**config.mk**
```make
export PLATFORM = sky130hd
export DESIGN_NAME = sme_div_unit
export DESIGN_NICKNAME = d
export VERILOG_FILES = /design/src/hdl/stack_machine_executor_unit_assert.svh /design/src/hdl/sme_pkg.sv /design/src/hdl/sme_div_unit.sv
export SDC_FILE = /design/constraint.sdc
export NUM_CORES = 1
export LEC_CHECK = 0
export ABC_AREA = 1
export BUFFER_PORTS_ARGS = -buffer_cell sky130_fd_sc_hd__buf_2
export CAP_MARGIN = 20
export CORE_ASPECT_RATIO = 0.8
export CORE_MARGIN = 1
export CORE_UTILIZATION = 60
export DETAILED_ROUTE_END_ITERATION = 16
export GPL_TIMING_DRIVEN = 0
export HOLD_SLACK_MARGIN = 0.08
export PLACE_DENSITY = 0.95
export SYNTH_ARGS = -nofsm -noshare
export SYNTH_HDL_FRONTEND = slang
export SYNTH_SLANG_ARGS = --single-unit
```
**constraint.sdc**
```tcl
create_clock -name i_clk -period 4.4 [get_ports i_clk]
set_input_delay 0.88 -clock i_clk [delete_from_list [all_inputs] [get_ports i_clk]]
set_output_delay 0.88 -clock i_clk [all_outputs]
set_load 0.02 [all_outputs]
```
**src/hdl/stack_machine_executor_unit_assert.svh**
```systemverilog
// Assertion macros for the stack machine executor, empty when synthesized.
`ifndef STACK_MACHINE_EXECUTOR_UNIT_ASSERT_SVH
`define STACK_MACHINE_EXECUTOR_UNIT_ASSERT_SVH
`ifndef SYNTHESIS
// Clocked implication check, silenced while reset is held.
`define SMEU_ASSERT(lbl, prop, msg) \
    lbl: assert property (@(posedge i_clk) disable iff (!i_rst_n) prop) else $error(msg);
// Check that an expression never becomes true.
`define SMEU_ASSERT_NEVER(lbl, expr, msg) \
    `SMEU_ASSERT(lbl, !(expr), msg)
`else
`define SMEU_ASSERT(lbl, prop, msg)
`define SMEU_ASSERT_NEVER(lbl, expr, msg)
`endif
`endif

```
**src/hdl/sme_pkg.sv**
```systemverilog
// Shared types and constants of the stack machine executor.
`timescale 1ns / 1ps

package sme_pkg;

    localparam int SME_STACK_DEPTH = 256;
    localparam int SME_WORD_W      = 32;
    localparam int SME_DIV_STEPS   = 32;

    typedef enum logic [3:0] {
        OP_PUSH = 4'd0,
        OP_ADD  = 4'd1,
        OP_POP  = 4'd2,
        OP_SET  = 4'd3,
        OP_HALT = 4'd4,
        OP_MUL  = 4'd5,
        OP_DIV  = 4'd6,
        OP_MOD  = 4'd7,
        OP_XOR  = 4'd8,
        OP_OR   = 4'd9,
        OP_AND  = 4'd10
    } t_opcode;

    // Register target of a set instruction that loads the stack count.
    localparam logic [3:0] SP_TARGET = 4'd10;

    typedef enum logic [2:0] {
        ST_OK     = 3'd0,
        ST_OVER   = 3'd1,
        ST_UNDER  = 3'd2,
        ST_BADDIV = 3'd3,
        ST_HALTED = 3'd4
    } t_status;

    typedef enum logic [3:0] {
        S_IDLE,
        S_DECODE,
        S_POP_WAIT,
        S_RD_B,
        S_LATCH_B,
        S_CALC,
        S_DIV_WAIT,
        S_WR_B,
        S_WR_T,
        S_RESP
    } t_state;

    // Result flags, packed with value_valid in the lowest bit.
    typedef struct packed {
        t_status status;
        logic    halted;
        logic    value_valid;
    } t_resp_flags;

endpackage

```
**src/hdl/sme_div_unit.sv**
```systemverilog
// Unsigned restoring divider that retires one quotient bit per cycle.
`timescale 1ns / 1ps

module sme_div_unit
    import sme_pkg::*;
(
    input  logic                  i_clk,
    input  logic                  i_rst_n,
    input  logic                  i_start,
    input  logic [SME_WORD_W-1:0] i_dividend,
    input  logic [SME_WORD_W-1:0] i_divisor,
    output logic                  o_done,
    output logic [SME_WORD_W-1:0] o_quotient,
    output logic [SME_WORD_W-1:0] o_remainder
);

    localparam int CNT_W = $clog2(SME_DIV_STEPS);

    logic                  r_busy;
    logic                  r_done;
    logic [CNT_W-1:0]      r_cnt;
    logic [SME_WORD_W-1:0] r_rem;
    logic [SME_WORD_W-1:0] r_quo;
    logic [SME_WORD_W-1:0] r_div;
    logic [SME_WORD_W:0]   rem_sh;
    logic [SME_WORD_W:0]   diff;
    logic                  last_step;

    // The dividend shifts out of the quotient register as quotient bits shift in.
    always_comb begin
        rem_sh = {r_rem, r_quo[SME_WORD_W-1]};
        diff   = rem_sh - {1'b0, r_div};
    end

    assign last_step = r_busy && (r_cnt == CNT_W'(SME_DIV_STEPS - 1));

    always_ff @(posedge i_clk) begin
        if (!i_rst_n) begin
            r_busy <= 1'b0;
            r_done <= 1'b0;
        end else begin
            r_done <= !i_start && last_step;
            if (i_start) begin
                r_busy <= 1'b1;
            end else if (last_step) begin
                r_busy <= 1'b0;
            end
        end
    end

    always_ff @(posedge i_clk) begin
        if (i_start) begin
            r_cnt <= '0;
            r_rem <= '0;
            r_quo <= i_dividend;
            r_div <= i_divisor;
        end else if (r_busy) begin
            r_cnt <= r_cnt + CNT_W'(1);
            if (!diff[SME_WORD_W]) begin
                r_rem <= diff[SME_WORD_W-1:0];
                r_quo <= {r_quo[SME_WORD_W-2:0], 1'b1};
            end else begin
                r_rem <= rem_sh[SME_WORD_W-1:0];
                r_quo <= {r_quo[SME_WORD_W-2:0], 1'b0};
            end
        end
    end

    assign o_done      = r_done;
    assign o_quotient  = r_quo;
    assign o_remainder = r_rem;

endmodule

```
[Word-level counts from Yosys, hierarchy flattened]
Cells that the tools add are included.
Storage, ports and cells
  bits in registers: 103
  latch bits: 0
  bits in writable memories: 0
  memory bits (read-only): 0
  input bits: 67
  output and inout port bits: 65
  logic and storage cells: 20
  memories kept: 0
Operators by class
  add/sub/neg operators: 2
  multiply operators: 0
  divide/modulo/power cells: 0
  order comparisons: 0
  equal/unequal tests: 1
  shifts and indexed selects: 0
  mux-type cells: 6
  bitwise gates (word level): 0
  reduce and logical (&&, ||, !) cells: 5
Operators with widths (number)
  32-bit 2-to-1 mux: 3
  33-bit by 32-bit subtractor with 33-bit output: 1
  5-bit by 1-bit adder with 5-bit output, second input constant: 1
  5-bit equality test, second input constant: 1
  2-bit nonzero test: 2
  1-bit 2-to-1 mux: 3
  1-bit logical AND: 2
  1-bit zero test: 1

[Longest topological paths before layout]
Gate-level depths: netlist of run 1.
  depth in word-level cells: 4
  depth in mapped cells: 18
  mapped depth without buffers: 17

[Worst setup path before layout of run 1]
Ideal clock, no wire load.
  kind: register to register
  start point: register r_quo[31] (netlist: o_quotient[31])
  end point: register r_quo[0] (netlist: o_quotient[0]), data pin
  setup time: 269 ps
  data arrival time: 2146 ps
  required time: 4131 ps
  path slack: 1985 ps
  cell stages (with the launch flop): 17
  path buffers: 1
  period minus slack after synthesis: 2415 ps
  path through: edfxtp_1 inv_1 ha_1 fa_1 inv_1 nand2_1 nand2_1 nand3_1 nand2_2 nand2_1 nand2_2 nand2_4 nand2_4 nand2_2 nand2_4 buf_6 o21ai_0
Between the ends
  cells in the longest elaborated chain, start to end: 4
Ends and longest elaborated chain
  from (decl): line sme_div_unit.sv:23  | logic [SME_WORD_W-1:0] r_quo;
  from (signal assigned): line sme_div_unit.sv:55  | r_quo <= i_dividend;
  from (signal assigned): line sme_div_unit.sv:61  | r_quo <= {r_quo[SME_WORD_W-2:0], 1'b1};
  from (signal assigned): line sme_div_unit.sv:64  | r_quo <= {r_quo[SME_WORD_W-2:0], 1'b0};
  33-bit by 32-bit subtractor with 33-bit output: line sme_div_unit.sv:32  | diff = rem_sh - {1'b0, r_div};
  1-bit 2-to-1 mux: line sme_div_unit.sv:59  | if (!diff[SME_WORD_W]) begin
  32-bit 2-to-1 mux: line sme_div_unit.sv:57  | end else if (r_busy) begin
  32-bit 2-to-1 mux: line sme_div_unit.sv:52  | if (i_start) begin
Every way passes these cells. The select of a mux whose other input is x is not followed.
A chain may end at the register's enable or synchronous reset.

[Worst setup path after layout of run 1]
  start point: input port i_start
  end point: register r_quo[3] (netlist: o_quotient[3]) (enable)
Between the ends
  cells in the longest elaborated chain, start to end: 1
Ends and longest elaborated chain
  from (decl): line sme_div_unit.sv:9  | input logic i_start,
  2-bit nonzero test (no source line)
Every way passes these cells.

==> out/results.ini, run 1 <==
[synthesis]
synth_most_common_cell = nand2_1
ys.flop_type = edfxtp_1
synth_cells = 1022
yosysSeqAreaShare_pct = 39.0
synth_edf_count = 64
synthArstFlopShare_pct = 0
synth_top_area_share_pct = 27.7
synth_seq_cells = 103
synth_cell_type_count = 39
synthTopCellsByCount = 446 x nand2_1, 203 x inv_1, 64 x edfxtp_1, 59 x nand3_1, 44 x nor2_1
synth_area_leader_cell = edfxtp_1
synthesis.nets = 1124
synth_area_leaders = edfxtp_1 28%, nand2_1 24%, dfxtp_1 11%
syn_avg_cell_area_um2 = 6.78
syn_area_um2 = 6930
yosys_warnings = 0

[routing]
drt-total-wl_um = 19500
via_per_inst = 5.32
final_antenna_net_count = 0
drt_pre_antenna_iters = 6
drt-initial-drc-count = 588
via_count = 6993
drc = 0
avgRoutedWirePerCell_um = 14.8

[sta]
fmax_mhz = 325
max_slew_margin_pct = 43.7
slew_viol_final = 0
period_share_pct = 69.9
hold_viol = 0
fin_skew_ns = 0.00893
setup_tns_ns = 0
rsz0062_at_grt = false
min_period_ns = 3.07
setup_viol = 0
worst_pin_slew_ns = 0.845

[clock_network]
root_buffer = clkbuf_16
post-cts-setup-buffers = 0
cts.htree.levels = 3
clk_latency_ns = 0.36
cts_made_buffers = 9
tritoncts = yes
clk_pin_slew_ns = 0.07
clkSinkCount = 103
cts_hold_buffers = 0
cts_buffer_depth = 2
cts_resized = 0

[setup_path]
timing.rr.start = o_quotient[31]
slowest_delay_ns = 0.65
cp.required_ns = 4.47
worstReg2RegEnd = o_remainder[15]
ff2ff_path_depth = 18
startpoint_type = input pin
critPathTopFamily = buffers and inverters
crit_path_end_kind = flop
slowest_stage = inv_1
crit_type = in2reg
worstPathMaxFanout = 34
critPathBufInv = 4
path_cells = buf_2 -> clkbuf_1 -> nor2_1 -> inv_1 -> buf_16
rrSetupSlack_ns = 1.63
arrival_ns = 3.14

[power]
powerDensity_nw_per_um2 = 292
leakage_nw = 4.65
ir_drop_mv = 0.258
total_power_mw = 2.37

[job]
max_cap_viol_count = 0

[grt]
grt_pass1_wl_um = 31200
groute.usage.overall_pct = 33.9
grt_pass1_vias = 6507
grt-ovfl-total = 0
antenna_found_initial = 0
grt_max_degree = 35

[cells_and_area]
drive_gt1_share_pct = 16.1
diodes = 0
final_nets = 1267
synthToLayoutAreaGrowth_pct = 17.2

[die]
initial_core_util_pct = 62.6
die_h_um = 98.1
coreArea_um2 = 11100
core.rowCount = 34
die_area_um2 = 12000
die_w_um = 122
io_pins = 132

[hold_path]
hold_end = o_remainder[5]
hp-start = o_remainder[5]
hold_path_depth = 2
hold_class = reg2reg

[placed_design]
io_buffers = 131
place.gp.congestion = 0.995
hpwl_um = 15000

[status]
outcome = complete, no violations

metal layers:
metal	vias to the layer above	GRT usage [%]	wire, um
met1	3171	46.5	8120
met4	0	11.4	443
met3	49	6.78	2130
met5	-	0	0
met2	393	53.6	8770
li1	3380	-	-
sequential cells by signal, indices dropped and copies added (netlist names):
register	count
r_cnt	5
o_quotient	32
r_div	32
r_busy	1
o_done	1
o_remainder	32
area by class of cell:
| class | count | area [um^2] |
|---|---|---|
| sequential | 103 | 2700 |
| inverter | 206 | 773 |
| timing repair buffer | 132 | 683 |
| clock buffer | 10 | 229 |
| multi-input combinational | 695 | 3340 |
| buffer | 18 | 115 |
| fill | 836 | 2940 |
| clock inverter | 6 | 101 |
| tap | 144 | 180 |
tightest hold or removal path, cell delays in order (launching register included):
cell and delay, ns:
dfxtp_1 0.33, nand2_1 0.07, nand2_1 0.04
placed cells by master (no fill, tap or decap), drive strengths merged, types with 2 or more instances in the layout:
cell and instances:
buf 139, o21ai 8, ha 34, a21oi 19
nor3 9, and2 9, nand4 10, inv 208
clkbuf 21, or2 2, edfxtp 64, nor2 49
nand3 60, xnor2 14, bufinv 2, o21bai 3
nand2 468, and3 3, dfxtp 39
cell families after synthesis:
kind of cell	Yosys count	share of synthesized area, %
flops	103	39.0
compound gates	33	2.65
simple gates	612	37.2
xor+xnor	15	1.90
buf+inv	224	12.8
fa+ha+maj	35	6.43
how the worst max path moves through the flow:
| stage | cells past startpoint | endpoint | from | slack (ns) |
|---|---|---|---|---|
| 2_1_floorplan | 16 | o_quotient[0] | o_quotient[31] | 1.98 |
| 3_3_place_gp | 4 | o_quotient[2] | i_start | 0.84 |
| 3_5_place_dp | 5 | o_quotient[2] | i_start | 0.97 |
| 4_1_cts | 5 | o_quotient[30] | i_start | 1.34 |
| 5_1_grt | 5 | o_quotient[28] | i_start | 1.12 |
| 6_report | 5 | o_quotient[3] | i_start | 1.33 |
stage by stage:
stage | cells | setup WS (ns) | hold WS [ns] | utilization, % | area (um^2)
final | 1314 | 1.33 | 0.482 | 73.4 | 8120
after global placement | 1297 | 0.837 | 0.473 | 70.2 | 7760
after CTS | 1314 | 1.34 | 0.486 | 73.4 | 8120
after global routing | 1314 | 1.12 | 0.521 | 73.4 | 8120
after floorplan | 1022 | 1.98 | 0.462 | - | 6930
after detailed placement | 1298 | 0.971 | 0.474 | 70.5 | 7790
where the power goes:
| part | internal (mW) | leakage [nW] | switching, mW | total (mW) |
|---|---|---|---|---|
| clock | 0.509 | 0.156 | 0.390 | 0.899 |
| combinational | 0.115 | 3.53 | 0.237 | 0.352 |
| sequential | 1.09 | 0.957 | 0.0300 | 1.12 |
No activity file was read; power rests on OpenSTA's default activity.
==> run 2: changes to the inputs <==
Settings changed: ABC_AREA 1 to 0, CORE_UTILIZATION 60 to 49, PLACE_DENSITY 0.95 to 0.86.
Clock period 4.4 ns to 2.5 ns, I/O delays scaled along.
==> run 2 against run 1 <==
The flow now finishes with violations (negative setup slack). Combinational power grew to 3.4 times the previous value. Sequential share of layout area increased by 3.2 points. Clock power rose by 60%. Via count shrank 31%. Register-to-register slack lost 2.3 ns. Worst setup slack worse by 1.9 ns. Synthesized cell count decreased by 45%. Largest cell class unchanged. Highest routed layer unchanged.
==> out/results.ini, run 2 <==
[status]
outcome = complete, but fails checks
violations = negative setup slack

[routing]
drt_pre_antenna_iters = 4
final_antenna_net_count = 0
via_count = 4836
drt-initial-drc-count = 284
avgRoutedWirePerCell_um = 16.9
drc = 0
via_per_inst = 5.56
drt-total-wl_um = 14700

[grt]
grt_pass1_vias = 4888
grt_pass1_wl_um = 23100
groute.usage.overall_pct = 24.1
grt_max_degree = 36
antenna_found_initial = 0
grt-ovfl-total = 0

[synthesis]
synth_mux_area_share_pct = 10.6
syn_area_um2 = 5820
synth_edf_count = 64
synthTopCellsByCount = 64 x edfxtp_1, 46 x nor2_1, 40 x inv_1, 40 x nand2_1, 39 x dfxtp_1
synth_top_area_share_pct = 33.0
synth_seq_cells = 103
synth-adder-area-share_pct = 7.66
synth_cells = 558
synthArstFlopShare_pct = 0
synth_top_family_by_area = compound AO/OA/AOI/OAI gates
synth_area_leader_cell = edfxtp_1
syn_avg_cell_area_um2 = 10.4
yosys_warnings = 0
synth_xor_area_share_pct = 4.99
synth_most_common_cell = edfxtp_1
synth_compound_area_share_pct = 15.3
synth_area_leaders = edfxtp_1 33%, dfxtp_1 13%, ha_1 7.3%
yosysSeqAreaShare_pct = 46.5
synth_cell_type_count = 51
synth-simple-area-share_pct = 10.3
ys.flop_type = edfxtp_1
synthesis.nets = 660

[sta]
fmax_mhz = 320
min_period_ns = 3.12
period_share_pct = 125
fin_skew_ns = 0.0172
worst_pin_slew_ns = 0.674
hold_viol = 0
worst_slack_ns = -0.621
setup_viol = 33
rsz0062_at_grt = true
slew_viol_final = 0
whs_ns = 0.311
max_slew_margin_pct = 55.1

[placed_design]
dpl_cell_area_um2 = 6700
place.gp.congestion = 0.916
hpwl_um = 10300
io_buffers = 131
pre_cts_ws_ns = -0.929

[clock_network]
cts_buffer_depth = 2
clk_latency_ns = 0.36
cts_made_buffers = 9
clk_pin_slew_ns = 0.09
cts_hold_buffers = 0
root_buffer = clkbuf_16
cts.htree.levels = 3
clkSinkCount = 103
tritoncts = yes

[setup_path]
cp.required_ns = 2.70
worstPathMaxFanout = 9
startpoint_type = flop
arrival_ns = 3.32
crit_path_end_kind = flop
crit_type = reg2reg

[die]
io_pins = 132
die_area_um2 = 12300
die_h_um = 99.4
die_w_um = 124
coreArea_um2 = 11500
core.rowCount = 35
initial_core_util_pct = 50.5

[cells_and_area]
final_nets = 819
diodes = 0
fillers = 931
final_util_pct = 64.6
drive_gt1_share_pct = 34.2
synthToLayoutAreaGrowth_pct = 27.9
most-common-layout-cells = 130 x buf_2, 64 x edfxtp_1, 45 x nor2_1
fin_area_um2 = 7440
layout_commonest_cell = buf_2

[power]
switchingPower_mw = 1.51
leakage_nw = 3.20
powerDensity_nw_per_um2 = 633
clkPwrFrac_pct = 30.6
ir_drop_mv = 0.436
seqPwrFrac_pct = 43.7
p_int_mw = 3.20
comb_power_share_pct = 25.7
switching_share_pct = 32.0

[hold_path]
hold_class = in2reg

[job]
max_cap_viol_count = 0

-- run 2: per-layer routing --
layer | part of all wire (%) | vias to the layer above | global-route usage [%]
li1 | - | 2340 | -
met4 | 2.0 | 0 | 8.90
met3 | 6.4 | 28 | 5.73
met2 | 46 | 182 | 38.5
met5 | 0 | - | 0
met1 | 45 | 2286 | 31.5
-- run 2: area by class of cell --
type | count | area (um^2) | area share (%)
multi-input cells | 387 | 3060 | 41.2
flip-flops and latches | 103 | 2710 | 36.5
repair buffers | 149 | 851 | 11.4
clock buffers | 9 | 225 | 3.03
well taps | 148 | 185 | 2.49
plain buffers | 26 | 159 | 2.14
inverters | 40 | 154 | 2.07
clock inverters | 7 | 83.8 | 1.13
repair inverters | 1 | 7.51 | 0.101
-- run 2: what timing repair did --
action / CTS / global route
hold endpoints to repair: 0 / 0
buffers inserted: 11 / 6
pin swaps: 15 / 8
gates cloned: 3 / 0
resized for setup: 33 / 17
endpoints found under the setup margin: 65 / 69
-- run 2: power groups by stage --
| stage | Clock, mW | Combinational [mW] | Sequential [mW] |
|---|---|---|---|
| floorplan | 0 | 0.658 | 2.18 |
| global placement | 0 | 1.05 | 2.08 |
| detailed placement | 0 | 1.07 | 2.09 |
| CTS | 1.46 | 1.16 | 2.05 |
| global route | 1.52 | 1.32 | 2.08 |
| finish | 1.44 | 1.21 | 2.06 |
-- run 2: worst paths after layout --
path	startpoint	endpoint	slack, ns	cells past startpoint
worst max-delay path	o_quotient[31]	o_remainder[22]	-0.62	15
worst min-delay path	i_divisor[3]	r_div[3]	0.31	1
worst max register to register	o_quotient[31]	o_remainder[22]	-0.62	15
worst min register to register	o_remainder[10]	o_remainder[10]	0.51	2
-- run 2: through the flow --
step           power [mW]  instances  TNS [ns]
6_report             4.71        870    -16.93
5_1_grt              4.91        870    -22.50
4_1_cts              4.68        864    -12.74
3_5_place_dp         3.16        837    -56.48
3_3_place_gp         3.13        837    -51.19
2_1_floorplan        2.84        558     -8.62
-- run 2: critical path: stages, from the launching register on --
cell      delay [ns]
edfxtp_1        0.43
inv_2           0.10
ha_4            0.13
fa_2            0.19
nand2b_4        0.14
a21oi_4         0.06
o211ai_1        0.28
nand2_1         0.13
o21a_1          0.23
o31a_1          0.37
xnor2_4         0.17
buf_12          0.16
buf_4           0.13
buf_12          0.12
mux2i_2         0.23
a211oi_2        0.10
-- run 2: kinds of logic after synthesis --
family / after synthesis
multiplexers: 57
flip-flops: 103
XOR/XNOR: 31
AND/OR/NAND/NOR: 130
AO/OA/AOI/OAI: 134
buffers and inverters: 68
adder cells (fa/ha/maj): 35
